<file path="config.mk">
export PLATFORM = sky130hd
export DESIGN_NAME = radix_digit_converter_flat
export DESIGN_NICKNAME = d
export VERILOG_FILES = /design/src/sv/rdc_pkg.sv /design/src/sv/rdc_ifs.sv /design/src/sv/rdc_ctrl.sv /design/src/sv/rdc_datapath.sv /design/src/sv/radix_digit_converter.sv /design/src/flat_wrapper.sv
export SDC_FILE = /design/constraint.sdc
export NUM_CORES = 1
export LEC_CHECK = 0
export BUFFER_PORTS_ARGS = -buffer_cell sky130_fd_sc_hd__buf_2
export CAP_MARGIN = 20
export CORE_AREA = 2 2 182 184
export CTS_CLUSTER_DIAMETER = 80
export DETAILED_ROUTE_END_ITERATION = 10
export DIE_AREA = 0 0 184 186
export PLACE_DENSITY = 0.57
export SETUP_SLACK_MARGIN = 0.5
export SLEW_MARGIN = 20
export SYNTH_ARGS = -nofsm -noshare
export SYNTH_HDL_FRONTEND = slang
export SYNTH_SLANG_ARGS = --single-unit
</file>
<file path="constraint.sdc">
create_clock -name clk -period 11.5 [get_ports clk]
set_input_delay 1.15 -clock clk [delete_from_list [all_inputs] [get_ports clk]]
set_output_delay 1.15 -clock clk [all_outputs]
set_load 0.1 [all_outputs]
</file>
<file path="src/sv/rdc_pkg.sv">
package rdc_pkg;

  localparam int MAX_DIGITS = 32;
  localparam int RESULT_CAP = 31;
  localparam int DIGIT_CAP  = (MAX_DIGITS < RESULT_CAP) ? MAX_DIGITS : RESULT_CAP;

  localparam int VALUE_W = 31;
  localparam int RADIX_W = 5;
  localparam int DIGIT_W = 4;
  localparam int CHAR_W  = 7;
  localparam int CNT_W   = $clog2(MAX_DIGITS + 1);
  localparam int ADDR_W  = $clog2(MAX_DIGITS);

  // long division: work word shifted CHUNK bits a cycle, quotient bits enter at the bottom
  localparam int WORK_W = 32;
  localparam int CHUNK  = 8;
  localparam int STEPS  = WORK_W / CHUNK;
  localparam int STEP_W = $clog2(STEPS);

  localparam logic [RADIX_W-1:0] RADIX_RESET = RADIX_W'(10);
  localparam logic [RADIX_W-1:0] RADIX_MIN   = RADIX_W'(2);
  localparam logic [RADIX_W-1:0] RADIX_MAX   = RADIX_W'(16);

  localparam logic [CHAR_W-1:0] CHAR_ZERO  = CHAR_W'(48);
  localparam logic [CHAR_W-1:0] CHAR_ALPHA = CHAR_W'(55);
  localparam logic [DIGIT_W-1:0] DEC_LIMIT = DIGIT_W'(10);

  typedef enum logic [1:0] {
    ST_IDLE,
    ST_DIV,
    ST_POP
  } state_t;

  typedef struct packed {
    logic load;
    logic step;
    logic push;
    logic pop;
  } cmd_t;

  typedef struct packed {
    logic             stop;
    logic             last;
    logic [CNT_W-1:0] count;
  } sts_t;

  function automatic logic [CHAR_W-1:0] hex_char(input logic [DIGIT_W-1:0] d);
    logic [CHAR_W-1:0] dx;
    dx = CHAR_W'(d);
    return (d < DEC_LIMIT) ? (CHAR_ZERO + dx) : (CHAR_ALPHA + dx);
  endfunction

endpackage

</file>
<file path="src/sv/rdc_ifs.sv">
interface rdc_num_if;
  logic                        valid;
  logic                        ready;
  logic [rdc_pkg::VALUE_W-1:0] value;

  modport source (output valid, output value, input ready);
  modport sink   (input valid, input value, output ready);
endinterface

interface rdc_digit_if;
  logic                        valid;
  logic                        ready;
  logic [rdc_pkg::DIGIT_W-1:0] digit;
  logic [rdc_pkg::CHAR_W-1:0]  digit_char;
  logic                        last_digit;

  modport source (output valid, output digit, output digit_char, output last_digit,
                  input ready);
  modport sink   (input valid, input digit, input digit_char, input last_digit,
                  output ready);
endinterface

interface rdc_cfg_if;
  logic                        valid;
  logic                        ready;
  logic [rdc_pkg::RADIX_W-1:0] radix;

  modport source (output valid, output radix, input ready);
  modport sink   (input valid, input radix, output ready);
endinterface

</file>
<file path="src/sv/rdc_ctrl.sv">
module rdc_ctrl (
  input  logic                  clk,
  input  logic                  rst,
  input  logic                  in_valid,
  output logic                  in_ready,
  output logic                  out_valid,
  input  logic                  out_ready,
  input  rdc_pkg::sts_t         sts,
  output rdc_pkg::cmd_t         cmd
);

  rdc_pkg::state_t             state, state_next;
  logic [rdc_pkg::STEP_W-1:0]  step, step_next;
  logic                        out_valid_next;

  always_ff @(posedge clk) begin
    if (rst) begin
      state     <= rdc_pkg::ST_IDLE;
      step      <= '0;
      out_valid <= 1'b0;
    end else begin
      state     <= state_next;
      step      <= step_next;
      out_valid <= out_valid_next;
    end
  end

  always_comb begin
    state_next     = state;
    step_next      = step;
    out_valid_next = out_valid && !out_ready;
    cmd            = '0;
    in_ready       = 1'b0;
    unique case (state)
      rdc_pkg::ST_IDLE: begin
        in_ready = 1'b1;
        if (in_valid) begin
          cmd.load   = 1'b1;
          step_next  = '0;
          state_next = rdc_pkg::ST_DIV;
        end
      end
      rdc_pkg::ST_DIV: begin
        cmd.step  = 1'b1;
        step_next = step + 1'b1;
        if (step == rdc_pkg::STEP_W'(rdc_pkg::STEPS - 1)) begin
          cmd.push = 1'b1;
          if (sts.stop) begin
            state_next = rdc_pkg::ST_POP;
          end
        end
      end
      rdc_pkg::ST_POP: begin
        if (!out_valid || out_ready) begin
          cmd.pop        = 1'b1;
          out_valid_next = 1'b1;
          if (sts.last) begin
            state_next = rdc_pkg::ST_IDLE;
          end
        end
      end
      default: begin
        state_next = rdc_pkg::ST_IDLE;
      end
    endcase
  end

endmodule

</file>
<file path="src/sv/rdc_datapath.sv">
module rdc_datapath (
  input  logic                        clk,
  input  logic                        rst,
  rdc_cfg_if.sink                     cfg,
  input  logic [rdc_pkg::VALUE_W-1:0] value,
  input  rdc_pkg::cmd_t               cmd,
  output rdc_pkg::sts_t               sts,
  output logic [rdc_pkg::DIGIT_W-1:0] digit,
  output logic [rdc_pkg::CHAR_W-1:0]  digit_char,
  output logic                        last_digit
);

  logic [rdc_pkg::RADIX_W-1:0] radix;
  logic [rdc_pkg::RADIX_W-1:0] radix_next;
  logic [rdc_pkg::WORK_W-1:0]  work, work_next;
  logic [rdc_pkg::DIGIT_W-1:0] rem, rem_next;
  logic [rdc_pkg::CNT_W-1:0]   count;
  logic [rdc_pkg::DIGIT_W-1:0] store [rdc_pkg::MAX_DIGITS];
  logic [rdc_pkg::ADDR_W-1:0]  push_addr, pop_addr;
  logic [rdc_pkg::CNT_W-1:0]   count_dec;

  assign cfg.ready = 1'b1;

  always_comb begin
    radix_next = cfg.radix;
    if (cfg.radix < rdc_pkg::RADIX_MIN) begin
      radix_next = rdc_pkg::RADIX_MIN;
    end else if (cfg.radix > rdc_pkg::RADIX_MAX) begin
      radix_next = rdc_pkg::RADIX_MAX;
    end
  end

  always_ff @(posedge clk) begin
    if (rst) begin
      radix <= rdc_pkg::RADIX_RESET;
    end else if (cfg.valid) begin
      radix <= radix_next;
    end
  end

  // CHUNK restoring-division steps on a remainder below the radix
  always_comb begin
    logic [rdc_pkg::RADIX_W-1:0] t;
    logic [rdc_pkg::DIGIT_W-1:0] r;
    logic [rdc_pkg::CHUNK-1:0]   q;
    r = rem;
    q = '0;
    for (int i = 0; i < rdc_pkg::CHUNK; i++) begin
      t = {r, work[rdc_pkg::WORK_W-1-i]};
      if (t >= radix) begin
        t = t - radix;
        q[rdc_pkg::CHUNK-1-i] = 1'b1;
      end
      r = t[rdc_pkg::DIGIT_W-1:0];
    end
    rem_next  = r;
    work_next = {work[rdc_pkg::WORK_W-rdc_pkg::CHUNK-1:0], q};
  end

  assign count_dec = count - 1'b1;
  assign push_addr = count[rdc_pkg::ADDR_W-1:0];
  assign pop_addr  = count_dec[rdc_pkg::ADDR_W-1:0];

  assign sts.stop  = (work_next == '0) ||
                     (count == rdc_pkg::CNT_W'(rdc_pkg::DIGIT_CAP - 1));
  assign sts.last  = (count == rdc_pkg::CNT_W'(1));
  assign sts.count = count;

  always_ff @(posedge clk) begin
    if (rst) begin
      count <= '0;
    end else if (cmd.push) begin
      count <= count + 1'b1;
    end else if (cmd.pop) begin
      count <= count_dec;
    end
  end

  always_ff @(posedge clk) begin
    if (cmd.load) begin
      work <= rdc_pkg::WORK_W'(value);
      rem  <= '0;
    end else if (cmd.step) begin
      work <= work_next;
      rem  <= cmd.push ? '0 : rem_next;
    end
    if (cmd.push) begin
      store[push_addr] <= rem_next;
    end
    if (cmd.pop) begin
      digit      <= store[pop_addr];
      digit_char <= rdc_pkg::hex_char(store[pop_addr]);
      last_digit <= sts.last;
    end
  end

endmodule

</file>
<file path="src/sv/radix_digit_converter.sv">
// radix_digit_converter
// Converts each number item into its digits in the configured radix (2 to 16;
// lower codes act as 2, higher as 16). One digit item per digit, most
// significant first, with its uppercase hex character; last_digit marks the
// least significant digit. Zero gives the single digit 0. At most 31 digits.
// cfg: radix write, always ready; write only while the block is idle.
// number: taken only when no conversion is in progress.
// Operation for an item of D digits: the divider produces all D digits by
// long division (8 quotient bits a cycle over a 32-bit word) before the
// first digit is presented; the digits then leave one per cycle while the
// sink is ready.
// digits: registered output; a stalled sink holds the current digit and
// pauses the digit stack. number.ready returns once the last digit is loaded
// into the output register, even if it has not been taken yet.
// Reset (rst, synchronous): radix returns to 10, any conversion is dropped.
module radix_digit_converter (
  input logic          clk,
  input logic          rst,
  rdc_cfg_if.sink      cfg,
  rdc_num_if.sink      number,
  rdc_digit_if.source  digits
);

  rdc_pkg::cmd_t cmd;
  rdc_pkg::sts_t sts;

  rdc_ctrl u_ctrl (
    .clk       (clk),
    .rst       (rst),
    .in_valid  (number.valid),
    .in_ready  (number.ready),
    .out_valid (digits.valid),
    .out_ready (digits.ready),
    .sts       (sts),
    .cmd       (cmd)
  );

  rdc_datapath u_datapath (
    .clk        (clk),
    .rst        (rst),
    .cfg        (cfg),
    .value      (number.value),
    .cmd        (cmd),
    .sts        (sts),
    .digit      (digits.digit),
    .digit_char (digits.digit_char),
    .last_digit (digits.last_digit)
  );

`ifndef SYNTHESIS
  a_busy_after_accept: assert property (@(posedge clk) disable iff (rst)
    number.valid && number.ready |=> !number.ready)
    else $error("number accepted while a conversion is starting");

  a_char_matches: assert property (@(posedge clk) disable iff (rst)
    digits.valid |-> digits.digit_char == rdc_pkg::hex_char(digits.digit))
    else $error("digit character does not match digit");

  a_count_cap: assert property (@(posedge clk) disable iff (rst)
    sts.count <= rdc_pkg::CNT_W'(rdc_pkg::DIGIT_CAP))
    else $error("digit stack overflow");

  a_push_pop: assert property (@(posedge clk) disable iff (rst)
    !(cmd.push && cmd.pop) && !(cmd.pop && sts.count == '0))
    else $error("stack push/pop conflict or pop of empty stack");
`endif

endmodule

</file>
<file path="src/flat_wrapper.sv">
// flat-port wrapper written by rule: the top's interface ports become plain ports
module radix_digit_converter_flat 
  (clk, rst, cfg_valid, cfg_radix, cfg_ready, number_valid, number_value, number_ready, digits_valid, digits_digit, digits_digit_char, digits_last_digit, digits_ready);
  rdc_cfg_if cfg_i ();
  rdc_num_if number_i ();
  rdc_digit_if digits_i ();
  input logic clk;
  input logic rst;
  input wire logic [$bits(cfg_i.valid)-1:0] cfg_valid;
  input wire logic [$bits(cfg_i.radix)-1:0] cfg_radix;
  output wire logic [$bits(cfg_i.ready)-1:0] cfg_ready;
  input wire logic [$bits(number_i.valid)-1:0] number_valid;
  input wire logic [$bits(number_i.value)-1:0] number_value;
  output wire logic [$bits(number_i.ready)-1:0] number_ready;
  output wire logic [$bits(digits_i.valid)-1:0] digits_valid;
  output wire logic [$bits(digits_i.digit)-1:0] digits_digit;
  output wire logic [$bits(digits_i.digit_char)-1:0] digits_digit_char;
  output wire logic [$bits(digits_i.last_digit)-1:0] digits_last_digit;
  input wire logic [$bits(digits_i.ready)-1:0] digits_ready;
  assign cfg_i.valid = cfg_valid;
  assign cfg_i.radix = cfg_radix;
  assign cfg_ready = cfg_i.ready;
  assign number_i.valid = number_valid;
  assign number_i.value = number_value;
  assign number_ready = number_i.ready;
  assign digits_valid = digits_i.valid;
  assign digits_digit = digits_i.digit;
  assign digits_digit_char = digits_i.digit_char;
  assign digits_last_digit = digits_i.last_digit;
  assign digits_i.ready = digits_ready;
  radix_digit_converter u_core (.clk(clk), .rst(rst), .cfg(cfg_i), .number(number_i), .digits(digits_i));
endmodule
</file>
==> results_dict.tcl, run 1 <==
set metrics [dict create \
    syn_to_final_growth_pct 15.87 \
    hpwl_mm 14.42 \
    antenna_cells 0 \
    synth_area_leaders "edfxtp_1 54%, mux4_2 9.4%, ha_1 6.1%, dfxtp_1 4.4%, nand2_1 3.8%" \
    synth_fp_nets 825 \
    end_kind "register" \
    via_per_inst 4.812 \
    drtIter0Drc 306 \
    crit_top_cell "ha_1" \
    synth_seq_cells 192 \
    rsz0062_at_grt "no" \
    portBuffers 54 \
    synthArstFlopShare 0 \
    synthFlopType "edfxtp_1" \
    slew_viol_final 0 \
    die_w_um 184 \
    cts_hold_buf 0 \
    num_rows 66 \
    tightest_slew_ps 1068 \
    fin_worst_skew_ps 16.02 \
    clk_pin_slew_worst_paths_ps 80 \
    regArea_um2 5557 \
    cp.required_ps 11760 \
    fill_cells 3173 \
    cp.buffers_inverters 10 \
    cts_max_level 4 \
    cts_made_buffers 17 \
    core_um2 32210 \
    r2r_cells 49 \
    overflow 0 \
    setup_viol 0 \
    cts.sinks 192 \
    synth_cell_type_count 55 \
    r2r_slack_ps 1220 \
    r2r_start "u_core.u_datapath.work[31]$_SDFFE_PP0P_" \
    drt-pass1-iter-count 5 \
    relSlewSlack 0.2879 \
    cp-startpoint "u_core.u_datapath.work[31]$_SDFFE_PP0P_" \
    insertion_delay_ps 440 \
    cp_top_family "compound AO/OA/AOI/OAI gates" \
    grt_pass1_vias 5990 \
    antenna_found_initial 0 \
    seq_area_frac_synth 0.5791 \
    syn_area_um2 9593 \
    synth_area_leader_cell "edfxtp_1" \
    status "completed" \
    multi_input_area_um2 3855 \
    wl_mm 20.97 \
    synth_common_cells "171 x edfxtp_1, 97 x nand2_1, 81 x nor2_1" \
    drive_above_1_share 0.2214 \
    critPathMaxFanout 32 \
    dieArea_um2 34220 \
    cts_buffer_depth 2 \
    slowest_stage "mux2_2" \
    setup.worst_path.end "u_core.u_datapath.store[18][3]$_DFFE_PP_" \
    finalCritPeriodShare 0.8943 \
    grt_pass1_wl_mm 33.36 \
    worstHoldPathType "register to register" \
    r2r_end "u_core.u_datapath.store[18][3]$_DFFE_PP_" \
    vias 5876 \
    grtUsageTotal 0.1294 \
    max_clock_freq_mhz 97.23 \
    fin_nets 896 \
    cts_tree "done" \
    path_class "register to register" \
    io_pins 56 \
    yosysTopAreaCellShare 0.5353 \
    grt_max_degree 40 \
    avgSynthCellArea_um2 13.16 \
    critPathMaxStageDelay_ps 420 \
    start_kind "register" \
    finalSetupTns_ps 0 \
    cp.arrival_ps 10540 \
    yosysMostFrequentCell "edfxtp_1" \
    ant_nets 0 \
    cts_root_buf "clkbuf_16" \
    die_h_um 186 \
    synth_edf_count 171 \
    synth_warnings 0 \
    maxCapViolCount 0 \
    gp_congestion 0.7752 \
    fin_crit_ps 10280 \
    drc 0 \
    crit_cells 49 \
    start_util 0.2979 \
    hold_viol_final 0 \
    synth_cells 729 \
    avgRoutedWirePerCell_um 17.17 \
]
## flip-flops by register name (all words and copies together) (netlist names)
signal,cells
u_core.u_datapath.work,32
u_core.u_datapath.radix,5
u_core.u_datapath.rem,4
u_core.u_ctrl.step,2
u_core.u_ctrl.out_valid,1
u_core.u_datapath.digit_char,7
u_core.u_datapath.store,128
u_core.u_datapath.last_digit,1
u_core.u_datapath.count,6
u_core.u_datapath.digit,4
u_core.u_ctrl.state,2
## per-layer routing
metal | share of wire | GRT usage
met1 | 0.46 | 0.1724
met2 | 0.48 | 0.2098
met3 | 0.043 | 0.02602
met4 | 0.015 | 0.04608
met5 | 0 | 0
## through the flow
| stage | cells | setup slack (ps) | util | hold slack, ps | instance area [um2] |
|---|---|---|---|---|---|
| final | 1221 | 1216 | 0.3451 | 474.2 | 11120 |
| after global routing | 1221 | 467.5 | 0.3451 | 505.2 | 11120 |
| after CTS | 1218 | 646.6 | 0.3427 | 484.0 | 11040 |
| after detailed placement | 1186 | 420.2 | 0.3247 | 473.7 | 10460 |
| after global placement | 1186 | 567.6 | 0.3247 | 466.2 | 10460 |
| after floorplan | 729 | 599.4 | - | 443.6 | 9644 |
## cell usage in the layout (no fill, tap or decap), drive strengths merged, types with 7 or more instances in the layout
cell      n
a21o     17
nor3      7
a21oi    39
buf      78
nor2     81
nor4      8
ha       47
clkbuf   20
edfxtp  171
fa        8
nand2    98
nand2b   12
mux4     40
xnor2    18
mux2     11
inv      46
dfxtp    21
o21ai    14
mux2i    17
## cell type report
type                       count  share of cell area
tap                          408             0.04593
sequential                   192              0.4999
clock inverter                12             0.01204
inverter                      43             0.01452
clock buffer                  20             0.03928
multi-input combinational    468              0.3468
timing repair buffer          78             0.04154
## worst min-delay path by stage
stage,to,cells after the start,start,slack [ps]
3_5_place_dp,u_core.u_ctrl.step[0]$_SDFFE_PP0P_,1,u_core.u_ctrl.step[0]$_SDFFE_PP0P_,470
6_report,u_core.u_ctrl.step[0]$_SDFFE_PP0P_,1,u_core.u_ctrl.step[0]$_SDFFE_PP0P_,470
2_1_floorplan,u_core.u_ctrl.step[0]$_SDFFE_PP0P_,1,u_core.u_ctrl.step[0]$_SDFFE_PP0P_,440
3_3_place_gp,u_core.u_ctrl.step[0]$_SDFFE_PP0P_,1,u_core.u_ctrl.step[0]$_SDFFE_PP0P_,470
4_1_cts,u_core.u_ctrl.step[0]$_SDFFE_PP0P_,1,u_core.u_ctrl.step[0]$_SDFFE_PP0P_,480
5_1_grt,u_core.u_ctrl.step[0]$_SDFFE_PP0P_,1,u_core.u_ctrl.step[0]$_SDFFE_PP0P_,510
## logic make-up after synthesis
| kind of cell | Yosys count | synth area share |
|---|---|---|
| AND/OR/NAND/NOR | 227 | 0.1029 |
| flip-flops | 192 | 0.5791 |
| AO/OA/AOI/OAI | 95 | 0.06143 |
| buffers and inverters | 69 | 0.02987 |
| multiplexers | 68 | 0.1263 |
| adder cells (fa/ha/maj) | 55 | 0.07800 |
| XOR/XNOR | 22 | 0.02204 |
| other | 1 | 0.0003909 |
## timing repair
| action | in CTS | in global routing |
|---|---|---|
| endpoints found under the setup margin | 129 | 135 |
| pin swaps | 0 | 3 |
| resized for setup | 2 | 12 |
| buffers inserted | 0 | 3 |
Power of run 1 is not shown: default switching activity piles up to over one toggle a cycle in this logic, so the estimate is an artifact.
==> run 2, diff against run 1 <==
Settings changed: MAX_ROUTING_LAYER from default to met4, PLACE_DENSITY 0.57 to 0.56.
Clock period 11.5 ns to 10.5 ns, I/O delays scaled along.
==> results_dict.tcl, run 2 (synthesis gave the netlist of run 1 again) <==
set metrics [dict create \
    clk_pin_slew_worst_paths_ps 80 \
    regMostFlops "u_core.u_datapath.store" \
    fin_worst_skew_ps 14.92 \
    antenna_found_initial 1 \
    fin_nets 928 \
    avgRoutedWirePerCell_um 17.88 \
    io_pins 56 \
    drive_above_1_share 0.3053 \
    start_kind "register" \
    drt-pass1-iter-count 4 \
    fill_cells 3079 \
    slew_viol_final 0 \
    finalSetupTns_ps 0 \
    end_kind "register" \
    worstHoldPathType "register to register" \
    cts_hold_buf 0 \
    cts_root_buf "clkbuf_16" \
    status "completed" \
    tightest_slew_ps 1133 \
    dieArea_um2 34220 \
    rsz0062_at_grt "no" \
    portBuffers 54 \
    min_from "u_core.u_ctrl.step[0]$_SDFFE_PP0P_" \
    gp_congestion 0.8140 \
    finalCritPeriodShare 0.9265 \
    regArea_um2 5562 \
    syn_to_final_growth_pct 23.32 \
    overflow 0 \
    die_w_um 184 \
    path_class "register to register" \
    grt_pass1_vias 6055 \
    cp-startpoint "u_core.u_datapath.work[31]$_SDFFE_PP0P_" \
    cts_buffer_depth 2 \
    setup_viol 0 \
    die_h_um 186 \
    r2r_start "u_core.u_datapath.work[31]$_SDFFE_PP0P_" \
    relSlewSlack 0.2391 \
    ant_nets 0 \
    cts.sinks 192 \
    drtIter0Drc 376 \
    fin_crit_ps 9729 \
    slowest_stage "fa_1" \
    min_path_cells 1 \
    cts_tree "done" \
    grt_pass1_wl_mm 34.27 \
    mostFrequentLayoutCells "171 x edfxtp_1, 95 x nand2_1, 80 x nor2_1" \
    cts_max_level 4 \
    cts_made_buffers 17 \
    num_rows 66 \
    max_clock_freq_mhz 102.8 \
    largest_register_ffs 128 \
    cp.arrival_ps 9920 \
    via_per_inst 4.822 \
    vias 6047 \
    hold_end "u_core.u_ctrl.step[0]$_SDFFE_PP0P_" \
    hpwl_mm 14.63 \
    maxCapViolCount 0 \
    multi_input_area_um2 4228 \
    mostFrequentLayoutCell "edfxtp_1" \
    critPathMaxFanout 16 \
    reg_top3 "u_core.u_datapath.store: 128 flops, u_core.u_datapath.work: 32 flops, u_core.u_datapath.digit_char: 7 flops" \
    r2r_cells 43 \
    grt_max_degree 40 \
    critPathMaxStageDelay_ps 550 \
    hold_viol_final 0 \
    wl_mm 22.42 \
    insertion_delay_ps 440 \
    r2r_slack_ps 770 \
    r2r_end "u_core.u_datapath.store[27][2]$_DFFE_PP_" \
    start_util 0.2979 \
    drc 0 \
    grtUsageTotal 0.1381 \
    core_um2 32210 \
    cp.required_ps 10690 \
]
[run 2: what timing repair did]
action / in CTS / in global routing
endpoints found under the setup margin: 134 / 135
resized for setup: 16 / 41
setup buffers: 11 / 20
cloned: 3 / 3
pin swaps: 3 / 19
[run 2: routing by layer]
| metal | vias up | track usage | share of wire |
|---|---|---|---|
| met5 | - | - | 0 |
| met4 | 0 | 0.03680 | 0.023 |
| met3 | 25 | 0.02994 | 0.053 |
| met2 | 139 | 0.2258 | 0.49 |
| met1 | 2983 | 0.1744 | 0.44 |
| li1 | 2900 | - | - |
[run 2: worst max-delay path by stage]
stage	endpoint	slack [ps]
after floorplan	u_core.u_datapath.store[0][0]$_DFFE_PP_	500
after detailed placement	u_core.u_datapath.store[10][2]$_DFFE_PP_	-60
final	u_core.u_datapath.store[27][2]$_DFFE_PP_	770
after CTS	u_core.u_datapath.store[25][0]$_DFFE_PP_	510
after global placement	u_core.u_datapath.store[16][2]$_DFFE_PP_	180
after global routing	u_core.u_datapath.store[27][2]$_DFFE_PP_	340
[run 2: final cells by class]
cell class	instances	share of cell area
flip-flops and latches	192	0.4701
multi-input cells	472	0.3574
repair buffers	106	0.06473
well taps	408	0.04315
clock buffers	18	0.03628
clock inverters	14	0.01417
inverters	43	0.01396
diodes	1	0.0002115
[run 2: through the flow]
step | setup WS [ps] | hold WS [ps] | utilization | instances | cell area (um2)
2_1_floorplan | 500.6 | 443.6 | - | 729 | 9746
6_report | 771.3 | 490.9 | 0.3673 | 1254 | 11830
4_1_cts | 506.8 | 492.5 | 0.3526 | 1230 | 11360
3_5_place_dp | -60.53 | 482.0 | 0.3274 | 1184 | 10540
3_3_place_gp | 175.1 | 466.0 | 0.3274 | 1184 | 10540
5_1_grt | 335.1 | 533.4 | 0.3673 | 1254 | 11830
[run 2: worst max-delay path, delay by kind of cell (launching register included)]
| family | cells | cell delay, ps |
|---|---|---|
| AOI/OAI and AO/OA | 18 | 3150 |
| buffers and inverters | 8 | 960 |
| and+or+nand+nor | 3 | 760 |
| adders and majority gates | 8 | 2610 |
| muxes | 5 | 1450 |
| xor gates and xnor gates | 1 | 190 |
| DFF | 1 | 310 |
Power of run 2 is left out for the same reason.
